[src/hdl/sefs_pkg.sv]
// ---------------------------------------------------------------------------
// sefs_pkg: shared types, constants and microcode for the Euler stepper
// Control word layout, sequencer-to-datapath bundle, register defaults
// and the step program ROM.
// ---------------------------------------------------------------------------
package sefs_pkg;

   localparam int DATA_W    = 32;
   localparam int NUM_CSR   = 8;
   localparam int CSR_IDX_W = 3;
   localparam int STEP_W    = 4;

   // request function codes
   localparam logic FUNC_ADVANCE = 1'b0;
   localparam logic FUNC_LOAD    = 1'b1;

   // register indexes
   localparam logic [CSR_IDX_W-1:0] CSR_GAIN_POS     = 3'd0;
   localparam logic [CSR_IDX_W-1:0] CSR_GAIN_VEL     = 3'd1;
   localparam logic [CSR_IDX_W-1:0] CSR_GAIN_ANG     = 3'd2;
   localparam logic [CSR_IDX_W-1:0] CSR_GAIN_RATE    = 3'd3;
   localparam logic [CSR_IDX_W-1:0] CSR_ANG_TO_ACC   = 3'd4;
   localparam logic [CSR_IDX_W-1:0] CSR_ANG_TO_ANGAC = 3'd5;
   localparam logic [CSR_IDX_W-1:0] CSR_DRV_TO_ACC   = 3'd6;
   localparam logic [CSR_IDX_W-1:0] CSR_DRV_TO_ANGAC = 3'd7;

   typedef logic [NUM_CSR-1:0][DATA_W-1:0] csr_array_type;

   localparam csr_array_type CSR_RESET = '{
      32'hFFE0_0000,   // drive to angular accel  (-2.0)
      32'h0010_0000,   // drive to accel          ( 1.0)
      32'h0159_4FDF,   // angle to angular accel  (21.58...)
      32'hFFF0_4DD3,   // angle to accel          (-0.98...)
      32'hFFD0_0000,   // gain angular rate       (-3.0)
      32'hFEC0_0000,   // gain angle              (-20.0)
      32'hFFE8_0000,   // gain velocity           (-1.5)
      32'hFFF0_0000    // gain position           (-1.0)
   };

   // state reset: position, velocity, angle (0.1 rad), angular rate
   localparam logic [DATA_W-1:0] X0_RESET = 32'd0;
   localparam logic [DATA_W-1:0] X1_RESET = 32'd0;
   localparam logic [DATA_W-1:0] X2_RESET = 32'd104858;
   localparam logic [DATA_W-1:0] X3_RESET = 32'd0;

   localparam logic [STEP_W-1:0] STEP_LOAD = 4'd13;

   typedef enum logic [3:0] {
      MA_G0, MA_G1, MA_G2, MA_G3, MA_A12, MA_A32, MA_B1, MA_B3,
      MA_X1, MA_X3, MA_R1, MA_R3
   } mul_a_sel_type;

   typedef enum logic [2:0] {
      MB_X0, MB_X1, MB_X2, MB_X3, MB_U, MB_DT
   } mul_b_sel_type;

   typedef enum logic [2:0] {
      AS_ZERO, AS_ACC, AS_R1, AS_R3, AS_X0, AS_X1, AS_X2, AS_X3
   } add_sel_type;

   typedef enum logic [2:0] {
      DS_ACC, DS_R1, DS_R3, DS_X0, DS_X1, DS_X2, DS_X3
   } dst_sel_type;

   typedef struct packed {
      mul_a_sel_type mul_a;
      mul_b_sel_type mul_b;
      logic          wb_en;     // retire the previous step's product
      add_sel_type   wb_add;
      dst_sel_type   wb_dst;
      logic          adv_only;  // product clips here do not count for a load
      logic          neg;       // u <= sat(-acc)
      logic          emit;      // capture state and drive into output word
      logic          jmp_load;  // branch to load step on a load word
      logic          load;      // overwrite one state entry
      logic          last;      // word complete
   } ctrl_word_type;

   typedef struct packed {
      ctrl_word_type cw;
      logic          adv;       // current step executes this cycle
      logic          start;     // request word accepted
      logic          is_load;
   } seq_ctrl_type;

   function automatic ctrl_word_type ucode(input logic [STEP_W-1:0] step);
      ctrl_word_type cw;
      cw = '{mul_a: MA_G0, mul_b: MB_X0, wb_en: 1'b0, wb_add: AS_ZERO,
             wb_dst: DS_ACC, adv_only: 1'b0, neg: 1'b0, emit: 1'b0,
             jmp_load: 1'b0, load: 1'b0, last: 1'b0};
      unique case (step)
         4'd0: begin
            cw.mul_a = MA_G0; cw.mul_b = MB_X0;
         end
         4'd1: begin
            cw.mul_a = MA_G1; cw.mul_b = MB_X1;
            cw.wb_en = 1'b1; cw.wb_add = AS_ZERO; cw.wb_dst = DS_ACC;
         end
         4'd2: begin
            cw.mul_a = MA_G2; cw.mul_b = MB_X2;
            cw.wb_en = 1'b1; cw.wb_add = AS_ACC; cw.wb_dst = DS_ACC;
         end
         4'd3: begin
            cw.mul_a = MA_G3; cw.mul_b = MB_X3;
            cw.wb_en = 1'b1; cw.wb_add = AS_ACC; cw.wb_dst = DS_ACC;
         end
         4'd4: begin
            cw.mul_a = MA_A12; cw.mul_b = MB_X2;
            cw.wb_en = 1'b1; cw.wb_add = AS_ACC; cw.wb_dst = DS_ACC;
         end
         4'd5: begin
            cw.mul_a = MA_A32; cw.mul_b = MB_X2;
            cw.wb_en = 1'b1; cw.wb_add = AS_ZERO; cw.wb_dst = DS_R1;
            cw.adv_only = 1'b1; cw.neg = 1'b1; cw.emit = 1'b1;
            cw.jmp_load = 1'b1;
         end
         4'd6: begin
            cw.mul_a = MA_B1; cw.mul_b = MB_U;
            cw.wb_en = 1'b1; cw.wb_add = AS_ZERO; cw.wb_dst = DS_R3;
         end
         4'd7: begin
            cw.mul_a = MA_B3; cw.mul_b = MB_U;
            cw.wb_en = 1'b1; cw.wb_add = AS_R1; cw.wb_dst = DS_R1;
         end
         4'd8: begin
            cw.mul_a = MA_X1; cw.mul_b = MB_DT;
            cw.wb_en = 1'b1; cw.wb_add = AS_R3; cw.wb_dst = DS_R3;
         end
         4'd9: begin
            cw.mul_a = MA_R1; cw.mul_b = MB_DT;
            cw.wb_en = 1'b1; cw.wb_add = AS_X0; cw.wb_dst = DS_X0;
         end
         4'd10: begin
            cw.mul_a = MA_X3; cw.mul_b = MB_DT;
            cw.wb_en = 1'b1; cw.wb_add = AS_X1; cw.wb_dst = DS_X1;
         end
         4'd11: begin
            cw.mul_a = MA_R3; cw.mul_b = MB_DT;
            cw.wb_en = 1'b1; cw.wb_add = AS_X2; cw.wb_dst = DS_X2;
         end
         4'd12: begin
            cw.wb_en = 1'b1; cw.wb_add = AS_X3; cw.wb_dst = DS_X3;
            cw.last = 1'b1;
         end
         4'd13: begin
            cw.load = 1'b1; cw.last = 1'b1;
         end
         default: begin
            cw.last = 1'b1;
         end
      endcase
      return cw;
   endfunction

endpackage

[src/hdl/sefs_csr.sv]
// ---------------------------------------------------------------------------
// sefs_csr: gain and plant-term register file
// Eight 32-bit registers, written through the plain write port.
// ---------------------------------------------------------------------------
module sefs_csr (
   input  logic                                   clock,
   input  logic                                   reset,
   input  logic                                   csr_write_en,
   input  logic [sefs_pkg::CSR_IDX_W-1:0]         csr_index,
   input  logic [sefs_pkg::DATA_W-1:0]            csr_write_data,
   output sefs_pkg::csr_array_type                csr_regs
);

   sefs_pkg::csr_array_type csr_ff;

   always_ff @(posedge clock) begin
      if (reset) begin
         csr_ff <= sefs_pkg::CSR_RESET;
      end else if (csr_write_en) begin
         csr_ff[csr_index] <= csr_write_data;
      end
   end

   assign csr_regs = csr_ff;

endmodule

[src/hdl/sefs_sequencer.sv]
// ---------------------------------------------------------------------------
// sefs_sequencer: step counter and microcode fetch
// Walks the step program, branches on load words, owns the handshakes.
// ---------------------------------------------------------------------------
module sefs_sequencer (
   input  logic                   clock,
   input  logic                   reset,
   input  logic                   req_valid,
   output logic                   req_ready,
   input  logic                   req_func,
   output logic                   rsp_valid,
   input  logic                   rsp_ready,
   output sefs_pkg::seq_ctrl_type ctrl
);

   logic                          busy_ff, busy_in;
   logic [sefs_pkg::STEP_W-1:0]   step_ff, step_in;
   logic                          func_ff, func_in;
   logic                          rsp_valid_ff, rsp_valid_in;
   sefs_pkg::ctrl_word_type       cw;
   logic                          stall, adv, start;

   assign cw    = sefs_pkg::ucode(step_ff);
   // emit waits for the output word to be free
   assign stall = cw.emit && rsp_valid_ff && !rsp_ready;
   assign adv   = busy_ff && !stall;
   assign start = req_valid && !busy_ff;

   always_comb begin
      busy_in      = busy_ff;
      step_in      = step_ff;
      func_in      = func_ff;
      rsp_valid_in = rsp_valid_ff && !rsp_ready;
      if (start) begin
         busy_in = 1'b1;
         step_in = '0;
         func_in = req_func;
      end else if (adv) begin
         priority if (cw.last) begin
            busy_in      = 1'b0;
            rsp_valid_in = 1'b1;
         end else if (cw.jmp_load && (func_ff == sefs_pkg::FUNC_LOAD)) begin
            step_in = sefs_pkg::STEP_LOAD;
         end else begin
            step_in = step_ff + 1'b1;
         end
      end
   end

   always_ff @(posedge clock) begin
      if (reset) begin
         busy_ff      <= 1'b0;
         step_ff      <= '0;
         func_ff      <= sefs_pkg::FUNC_ADVANCE;
         rsp_valid_ff <= 1'b0;
      end else begin
         busy_ff      <= busy_in;
         step_ff      <= step_in;
         func_ff      <= func_in;
         rsp_valid_ff <= rsp_valid_in;
      end
   end

   assign req_ready     = !busy_ff;
   assign rsp_valid     = rsp_valid_ff;
   assign ctrl.cw       = cw;
   assign ctrl.adv      = adv;
   assign ctrl.start    = start;
   assign ctrl.is_load  = (func_ff == sefs_pkg::FUNC_LOAD);

endmodule

[src/hdl/sefs_datapath.sv]
// ---------------------------------------------------------------------------
// sefs_datapath: shared multiplier, saturating adder and state registers
// One 32x32 product per unstalled cycle; next step rounds, clips, accumulates.
// ---------------------------------------------------------------------------
module sefs_datapath #(
   parameter int FRAC_BITS = 20,
   parameter int DT_FIXED  = 20972
) (
   input  logic                          clock,
   input  logic                          reset,
   input  sefs_pkg::seq_ctrl_type        ctrl,
   input  sefs_pkg::csr_array_type       csr_regs,
   input  logic [1:0]                    req_entry_index,
   input  logic signed [31:0]            req_entry_value,
   output logic signed [31:0]            rsp_position_now,
   output logic signed [31:0]            rsp_velocity_now,
   output logic signed [31:0]            rsp_angle_now,
   output logic signed [31:0]            rsp_angular_rate_now,
   output logic signed [31:0]            rsp_drive_value,
   output logic                          rsp_saturated
);

   localparam logic signed [63:0] RND     = 64'sd1 <<< (FRAC_BITS - 1);
   localparam logic signed [63:0] S32_MAX = 64'sd2147483647;
   localparam logic signed [63:0] S32_MIN = -64'sd2147483648;
   localparam logic signed [31:0] DT_Q    = 32'(DT_FIXED);

   // {clip, value}
   function automatic logic [32:0] sat32(input logic signed [63:0] v);
      logic [32:0] r;
      priority if (v > S32_MAX) begin
         r = {1'b1, 32'h7FFF_FFFF};
      end else if (v < S32_MIN) begin
         r = {1'b1, 32'h8000_0000};
      end else begin
         r = {1'b0, v[31:0]};
      end
      return r;
   endfunction

   logic signed [31:0] x_ff [4];
   logic signed [31:0] x_in [4];
   logic signed [31:0] acc_ff, acc_in, u_ff, u_in, r1_ff, r1_in, r3_ff, r3_in;
   logic signed [63:0] prod_ff, prod_in;
   logic               clip_ff, clip_in;
   logic [1:0]         idx_ff;
   logic signed [31:0] val_ff;

   logic signed [31:0] pos_ff, vel_ff, ang_ff, rate_ff, drv_ff;
   logic               sat_ff, sat_in;

   logic signed [31:0] mul_a, mul_b, addend, q, sum, u_new;
   logic signed [63:0] rnd_prod, shifted;
   logic signed [32:0] raw_sum;
   logic [32:0]        q_sat, s_sat;
   logic               n_clip, clip_now, clip_cnt;

   // operand select
   always_comb begin
      unique case (ctrl.cw.mul_a)
         sefs_pkg::MA_G0:  mul_a = csr_regs[sefs_pkg::CSR_GAIN_POS];
         sefs_pkg::MA_G1:  mul_a = csr_regs[sefs_pkg::CSR_GAIN_VEL];
         sefs_pkg::MA_G2:  mul_a = csr_regs[sefs_pkg::CSR_GAIN_ANG];
         sefs_pkg::MA_G3:  mul_a = csr_regs[sefs_pkg::CSR_GAIN_RATE];
         sefs_pkg::MA_A12: mul_a = csr_regs[sefs_pkg::CSR_ANG_TO_ACC];
         sefs_pkg::MA_A32: mul_a = csr_regs[sefs_pkg::CSR_ANG_TO_ANGAC];
         sefs_pkg::MA_B1:  mul_a = csr_regs[sefs_pkg::CSR_DRV_TO_ACC];
         sefs_pkg::MA_B3:  mul_a = csr_regs[sefs_pkg::CSR_DRV_TO_ANGAC];
         sefs_pkg::MA_X1:  mul_a = x_ff[1];
         sefs_pkg::MA_X3:  mul_a = x_ff[3];
         sefs_pkg::MA_R1:  mul_a = r1_ff;
         sefs_pkg::MA_R3:  mul_a = r3_ff;
         default:          mul_a = '0;
      endcase
      unique case (ctrl.cw.mul_b)
         sefs_pkg::MB_X0: mul_b = x_ff[0];
         sefs_pkg::MB_X1: mul_b = x_ff[1];
         sefs_pkg::MB_X2: mul_b = x_ff[2];
         sefs_pkg::MB_X3: mul_b = x_ff[3];
         sefs_pkg::MB_U:  mul_b = u_ff;
         sefs_pkg::MB_DT: mul_b = DT_Q;
         default:         mul_b = '0;
      endcase
      unique case (ctrl.cw.wb_add)
         sefs_pkg::AS_ZERO: addend = '0;
         sefs_pkg::AS_ACC:  addend = acc_ff;
         sefs_pkg::AS_R1:   addend = r1_ff;
         sefs_pkg::AS_R3:   addend = r3_ff;
         sefs_pkg::AS_X0:   addend = x_ff[0];
         sefs_pkg::AS_X1:   addend = x_ff[1];
         sefs_pkg::AS_X2:   addend = x_ff[2];
         sefs_pkg::AS_X3:   addend = x_ff[3];
         default:           addend = '0;
      endcase
   end

   assign prod_in = mul_a * mul_b;

   // round, floor shift, clip, then saturating add
   assign rnd_prod = prod_ff + RND;
   assign shifted  = rnd_prod >>> FRAC_BITS;
   assign q_sat    = sat32(shifted);
   assign q        = q_sat[31:0];
   assign raw_sum  = 33'(addend) + 33'(q);
   assign s_sat    = sat32(64'(raw_sum));
   assign sum      = s_sat[31:0];

   assign n_clip   = (acc_ff == 32'sh8000_0000);
   assign u_new    = n_clip ? 32'sh7FFF_FFFF : -acc_ff;

   // the drive negation is part of every word; plant products only of advances
   assign clip_now = ctrl.cw.wb_en && (q_sat[32] || s_sat[32]);
   assign clip_cnt = (clip_now && !(ctrl.cw.adv_only && ctrl.is_load))
                     || (ctrl.cw.neg && n_clip);

   always_comb begin
      for (int i = 0; i < 4; i++) begin
         x_in[i] = x_ff[i];
      end
      acc_in  = acc_ff;
      u_in    = u_ff;
      r1_in   = r1_ff;
      r3_in   = r3_ff;
      clip_in = clip_ff;
      sat_in  = sat_ff;
      if (ctrl.start) begin
         clip_in = 1'b0;
      end else if (ctrl.adv) begin
         clip_in = clip_ff || clip_cnt;
         if (ctrl.cw.wb_en) begin
            unique case (ctrl.cw.wb_dst)
               sefs_pkg::DS_ACC: acc_in  = sum;
               sefs_pkg::DS_R1:  r1_in   = sum;
               sefs_pkg::DS_R3:  r3_in   = sum;
               sefs_pkg::DS_X0:  x_in[0] = sum;
               sefs_pkg::DS_X1:  x_in[1] = sum;
               sefs_pkg::DS_X2:  x_in[2] = sum;
               sefs_pkg::DS_X3:  x_in[3] = sum;
               default:          acc_in  = acc_ff;
            endcase
         end
         if (ctrl.cw.neg) begin
            u_in = u_new;
         end
         if (ctrl.cw.load) begin
            x_in[idx_ff] = val_ff;
         end
         if (ctrl.cw.last) begin
            sat_in = clip_ff || clip_cnt;
         end
      end
   end

   always_ff @(posedge clock) begin
      if (reset) begin
         x_ff[0] <= sefs_pkg::X0_RESET;
         x_ff[1] <= sefs_pkg::X1_RESET;
         x_ff[2] <= sefs_pkg::X2_RESET;
         x_ff[3] <= sefs_pkg::X3_RESET;
         clip_ff <= 1'b0;
         sat_ff  <= 1'b0;
      end else begin
         for (int i = 0; i < 4; i++) begin
            x_ff[i] <= x_in[i];
         end
         clip_ff <= clip_in;
         sat_ff  <= sat_in;
      end
   end

   // payload registers
   always_ff @(posedge clock) begin
      acc_ff <= acc_in;
      u_ff   <= u_in;
      r1_ff  <= r1_in;
      r3_ff  <= r3_in;
      if (ctrl.adv) begin
         prod_ff <= prod_in;
      end
      if (ctrl.start) begin
         idx_ff <= req_entry_index;
         val_ff <= req_entry_value;
      end
      if (ctrl.adv && ctrl.cw.emit) begin
         pos_ff  <= x_ff[0];
         vel_ff  <= x_ff[1];
         ang_ff  <= x_ff[2];
         rate_ff <= x_ff[3];
         drv_ff  <= u_new;
      end
   end

   assign rsp_position_now     = pos_ff;
   assign rsp_velocity_now     = vel_ff;
   assign rsp_angle_now        = ang_ff;
   assign rsp_angular_rate_now = rate_ff;
   assign rsp_drive_value      = drv_ff;
   assign rsp_saturated        = sat_ff;

endmodule

[src/hdl/state_feedback_euler_step.sv]
// ---------------------------------------------------------------------------
// state_feedback_euler_step: LQR state feedback with Euler plant update
// Reports state and drive u = -(K.x), then advances x += dt*(A.x + B.u) or
// loads one entry, in saturating Q11.20, by microcode ROM over one multiplier.
// ---------------------------------------------------------------------------
//
//   channel | ports                           | handshake    | direction
//   --------+---------------------------------+--------------+----------
//   req     | func, entry_index, entry_value  | valid/ready  | in
//   rsp     | state now, drive, saturated     | valid/ready  | out
//   csr     | index, write_data               | write_en     | in
//
// An advance word runs steps 0-12, a load word steps 0-5 and the load step:
// one step per cycle unless held at the drive step, one product through the
// shared 32x32 multiplier per step, retired (round, clip, add) a step later.
// Reset is synchronous: state returns to rest with the pole at 0.1 rad and
// the registers to their default gains and plant terms.
// The output word is written at the drive step; if the previous word is
// still unread, the sequencer holds there until rsp_ready frees it.
// A new request is taken as soon as the sequencer is idle, even while the
// last result still waits.
module state_feedback_euler_step #(
   parameter int FRAC_BITS = 20,
   parameter int DT_FIXED  = 20972
) (
   input  logic                                  clock,
   input  logic                                  reset,
   // request words
   input  logic                                  req_valid,
   output logic                                  req_ready,
   input  logic                                  req_func,
   input  logic [1:0]                            req_entry_index,
   input  logic signed [31:0]                    req_entry_value,
   // result words
   output logic                                  rsp_valid,
   input  logic                                  rsp_ready,
   output logic signed [31:0]                    rsp_position_now,
   output logic signed [31:0]                    rsp_velocity_now,
   output logic signed [31:0]                    rsp_angle_now,
   output logic signed [31:0]                    rsp_angular_rate_now,
   output logic signed [31:0]                    rsp_drive_value,
   output logic                                  rsp_saturated,
   // register writes
   input  logic                                  csr_write_en,
   input  logic [sefs_pkg::CSR_IDX_W-1:0]        csr_index,
   input  logic [sefs_pkg::DATA_W-1:0]           csr_write_data
);

   sefs_pkg::seq_ctrl_type  ctrl;
   sefs_pkg::csr_array_type csr_regs;

   // gains K, couplings A(1,2)/A(3,2), drive terms B(1)/B(3)
   sefs_csr u_csr (
      .clock          (clock),
      .reset          (reset),
      .csr_write_en   (csr_write_en),
      .csr_index      (csr_index),
      .csr_write_data (csr_write_data),
      .csr_regs       (csr_regs)
   );

   // step counter + control ROM; branches load words to the load step after the drive
   sefs_sequencer u_seq (
      .clock     (clock),
      .reset     (reset),
      .req_valid (req_valid),
      .req_ready (req_ready),
      .req_func  (req_func),
      .rsp_valid (rsp_valid),
      .rsp_ready (rsp_ready),
      .ctrl      (ctrl)
   );

   // multiplier, rounding/clip stage, state and scratch registers
   sefs_datapath #(
      .FRAC_BITS (FRAC_BITS),
      .DT_FIXED  (DT_FIXED)
   ) u_dp (
      .clock                (clock),
      .reset                (reset),
      .ctrl                 (ctrl),
      .csr_regs             (csr_regs),
      .req_entry_index      (req_entry_index),
      .req_entry_value      (req_entry_value),
      .rsp_position_now     (rsp_position_now),
      .rsp_velocity_now     (rsp_velocity_now),
      .rsp_angle_now        (rsp_angle_now),
      .rsp_angular_rate_now (rsp_angular_rate_now),
      .rsp_drive_value      (rsp_drive_value),
      .rsp_saturated        (rsp_saturated)
   );

endmodule

[config.mk]
export PLATFORM = sky130hd
export DESIGN_NAME = state_feedback_euler_step
export DESIGN_NICKNAME = d
export VERILOG_FILES = /design/src/hdl/sefs_pkg.sv /design/src/hdl/sefs_csr.sv /design/src/hdl/sefs_sequencer.sv /design/src/hdl/sefs_datapath.sv /design/src/hdl/state_feedback_euler_step.sv
export SDC_FILE = /design/constraint.sdc
export NUM_CORES = 2
export LEC_CHECK = 0
export BUFFER_PORTS_ARGS = -buffer_cell sky130_fd_sc_hd__buf_4
export CORE_MARGIN = 1
export CORE_UTILIZATION = 25
export DETAILED_ROUTE_END_ITERATION = 8
export PLACE_DENSITY = 0.35
export SYNTH_ARGS = -nofsm -noshare
export SYNTH_HDL_FRONTEND = slang
export SYNTH_SLANG_ARGS = --single-unit
[constraint.sdc]
create_clock -name clock -period 11.2 [get_ports clock]
set_input_delay 2.24 -clock clock [delete_from_list [all_inputs] [get_ports clock]]
set_output_delay 2.24 -clock clock [all_outputs]
set_load 0.05 [all_outputs]
==> metrics.md <==
| Metric | Value |
|---|---|
| Outcome | `completed` |
| Yosys cell types | `90` |
| Crit-path max FO | `12` |
| EDFF count, synth | `367` |
| Total CTS buffers | `81` |
| Fraction of registers with async set/reset | `0%` |
| Max-cap viol count | `0` |
| Total global routing overflow | `0` |
| Critical path class | `reg2reg` |
| Commonest non-fill, non-tap cell in the layout | `nand2_1` |
| Die height | `about 530 µm` |
| Flops & latches, synth | `760` |
| Pins Over Slew Limit | `0` |
| Depth of the CTS H-tree | `3` |
| Delay-heaviest family, CP | `adder cells` |
| Filler cells | `30055` |
| Final GP Congestion | `0.9474` |
| Tightest Hold Check Type | `reg2reg` |
| Seq. cell area | `between 0.015 and 0.02 mm²` |
| Layout cells sized above 1 | `around an eighth` |
| Crit path DAT | `around 11 ns` |
| Initial Util | `about 25%` |
| Commonest cells after routing, fill and taps aside | `nand2_1, inv_1, fa_1` |
| Final min period | `10.89 ns` |
| Crit-path max cell delay | `0.57 ns` |
| Synthesized area | `between 0.07 and 0.08 mm²` |
| Core ar. | `approximately 0.28 mm²` |
| Syn Area/Cell | `between 9 and 10 µm²` |
| RSZ-0062 raised after global routing | `no` |
| Relative slew slack | `5.308%` |
| Final setup margin | `approximately 0.31 ns` |
| Syn. warnings | `0` |
| Final Hold Fails | `0` |
| Final period util | `about 97%` |
| Post-Synthesis Cells | `7840` |
| I/O pin count | `238` |
| Initial antenna violation count | `45` |
| Final Util | `29.39%` |
| Pin count of the biggest net entering global routing | `114` |
| 1st-pass router iterations | `6` |
| LEAKAGE | `0.03530 µW` |
| Initial DRC Count | `6101` |
| Seq/Total Area, Yosys | `26.67%` |
| Pre-CTS setup slack | `-0.08329 ns` |
| Row Count | `195` |
| CTS max path bufs | `3` |
| Area growth syn-to-layout | `17.02%` |
| Critical Path RT | `11.64 ns` |
| Synthesized Nets | `9222` |
| GRT Util Overall | `24.53%` |
| Residual DRC | `0` |
| Clock Skews | `0.02544 ns` |
| DP Wirelength | `approximately 280 mm` |
| Layout net count | `9478` |
| Slowest CP cell | `fa_1` |
| Detail Route Antenna Nets | `0` |
| Vias in the first global route | `60412` |
| Startpoint Class | `flop` |
| Multi-input logic area | `0.04657 mm²` |
| CTS Hold Bufs | `0` |
| CP bufs+invs | `9` |
| Largest register FFs | `approximately 260` |
| Die area | `0.2855 mm²` |
| Die Wd | `534.3 µm` |
| Routed wire per std cell | `29.64 µm` |
| Peak VDD IR | `approximately 0.12 mV` |
| Fmax | `91.86 MHz` |
| CTS sink count | `760` |
| Post-synth top flop | `dfxtp_1` |
| Detailed-route wire length | `roughly 350 mm` |
| Clock insertion delay at the later pin of the skew report | `0.71 ns` |
| Final Cell Area | `0.08289 mm²` |
| CP endpoint kind | `flop` |
| Via density | `around 5` |
| CTS Root Cell | `clkbuf_16` |
| First-pass GRT wire length | `492.2 mm` |
| Pwr dens | `80.90 mW/mm²` |
| Vias | `59680` |
| Clk slew on worst S/H paths | `~0.070 ns` |
| CTS tree | `built` |
| Post-DP Area | `0.07970 mm²` |
| Actual slew at the worst max-slew pin | `between 1 and 1.5 ns` |
| Port-buffer cells | `237` |
| Final setup fails | `0` |
| Cell mode on critical path | `fa_1` |
-- Yosys cell counts (55+ instances only) --
library cell | n | area [µm²]
clkbuf_1 | 375 | 1408
ha_1 | 225 | 2815
and3_1 | 55 | 344.1
nand3_1 | 220 | 1101
a22oi_1 | 96 | 720.7
xor2_1 | 65 | 569.3
a2111oi_0 | 68 | 595.6
nor2_1 | 870 | 3266
a21o_1 | 56 | 420.4
a22o_1 | 55 | 481.7
xnor2_1 | 79 | 691.9
o21ai_0 | 115 | 575.6
a21oi_1 | 401 | 2007
inv_1 | 1110 | 4167
mux2i_1 | 56 | 560.5
nand2_1 | 1371 | 5146
dfxtp_1 | 393 | 7868
fa_1 | 1082 | 21660
edfxtp_1 | 367 | 11020
-- routing by layer --
metal,share of wire [%],global-route usage [%],vias up
li1,-,-,25685
met1,46,35.71,31362
met2,43,37.26,2276
met3,7.5,4.676,341
met4,2.5,5.637,16
met5,0.032,0,-
-- worst register-to-register path, delay by kind of cell, from the launching register on --
kind,cells,cell delay (ns)
AO/OA/AOI/OAI,12,2.97
XOR/XNOR,1,0.14
adder cells (fa/ha/maj),10,4.60
buffers and inverters,9,1.62
flip-flops,1,0.41
AND/OR/NAND/NOR,6,0.88
-- metrics by stage --
stage | power (µW) | hold WS [ns] | std cells | TNS (ns)
6_report | 6706 | 0.4514 | 11915 | 0
4_1_cts | 6734 | 0.4532 | 11899 | 0
3_5_place_dp | 3749 | 0.4437 | 11747 | -0.3521
5_1_grt | 6886 | 0.4669 | 11908 | 0
3_3_place_gp | 3752 | 0.4410 | 11747 | 0
2_1_floorplan | 3378 | 0.4312 | 7840 | 0
-- cell families (layout without fill, tap and decap cells) --
logic type | after synthesis | after routing | share of synthesized area (%)
other | 0 | 7 | 0
buffers and inverters | 1598 | 1923 | 8.650
flip-flops | 760 | 760 | 26.67
XOR/XNOR | 144 | 144 | 1.781
AO/OA/AOI/OAI | 1112 | 1112 | 10.48
AND/OR/NAND/NOR | 2853 | 2853 | 16.94
adder cells (fa/ha/maj) | 1317 | 1317 | 34.70
multiplexers | 56 | 56 | 0.7913
-- what timing repair did --
item,in CTS,in global routing
cloned,0,2
pin swaps,0,3
setup buffers,0,7
endpoints found under the setup margin,9,19
gates resized for setup,6,51
-- where the power goes --
group / switching (µW) / total (µW) / internal [µW]
registers: 49.0 / 3010 / 2960
logic: 525 / 699 / 173
clock network: 1290 / 2990 / 1700
-- layout make-up --
type                    count  share of cell area (%)
diodes                      7                 0.02113
clock buffers             105                   2.746
clock inverters            47                  0.6838
inverters                1114                   5.049
multi-input cells        5482                   56.19
flip-flops and latches    760                   22.79
well taps                3743                   5.650
repair buffers            657                   6.877
-- path summary, 6_finish.rpt --
| check | slack [ns] | cells past startpoint | end | from |
|---|---|---|---|---|
| worst max-delay path | 0.31 | 38 | u_dp.prod_ff[53] | u_seq.step_ff[0] |
| worst max register to register | 0.31 | 38 | u_dp.prod_ff[53] | u_seq.step_ff[0] |
| worst min-delay path | 0.45 | 2 | u_csr.csr_regs[64] | u_csr.csr_regs[64] |
| worst min register to register | 0.45 | 2 | u_csr.csr_regs[64] | u_csr.csr_regs[64] |
(Power assumes the default switching activity.)
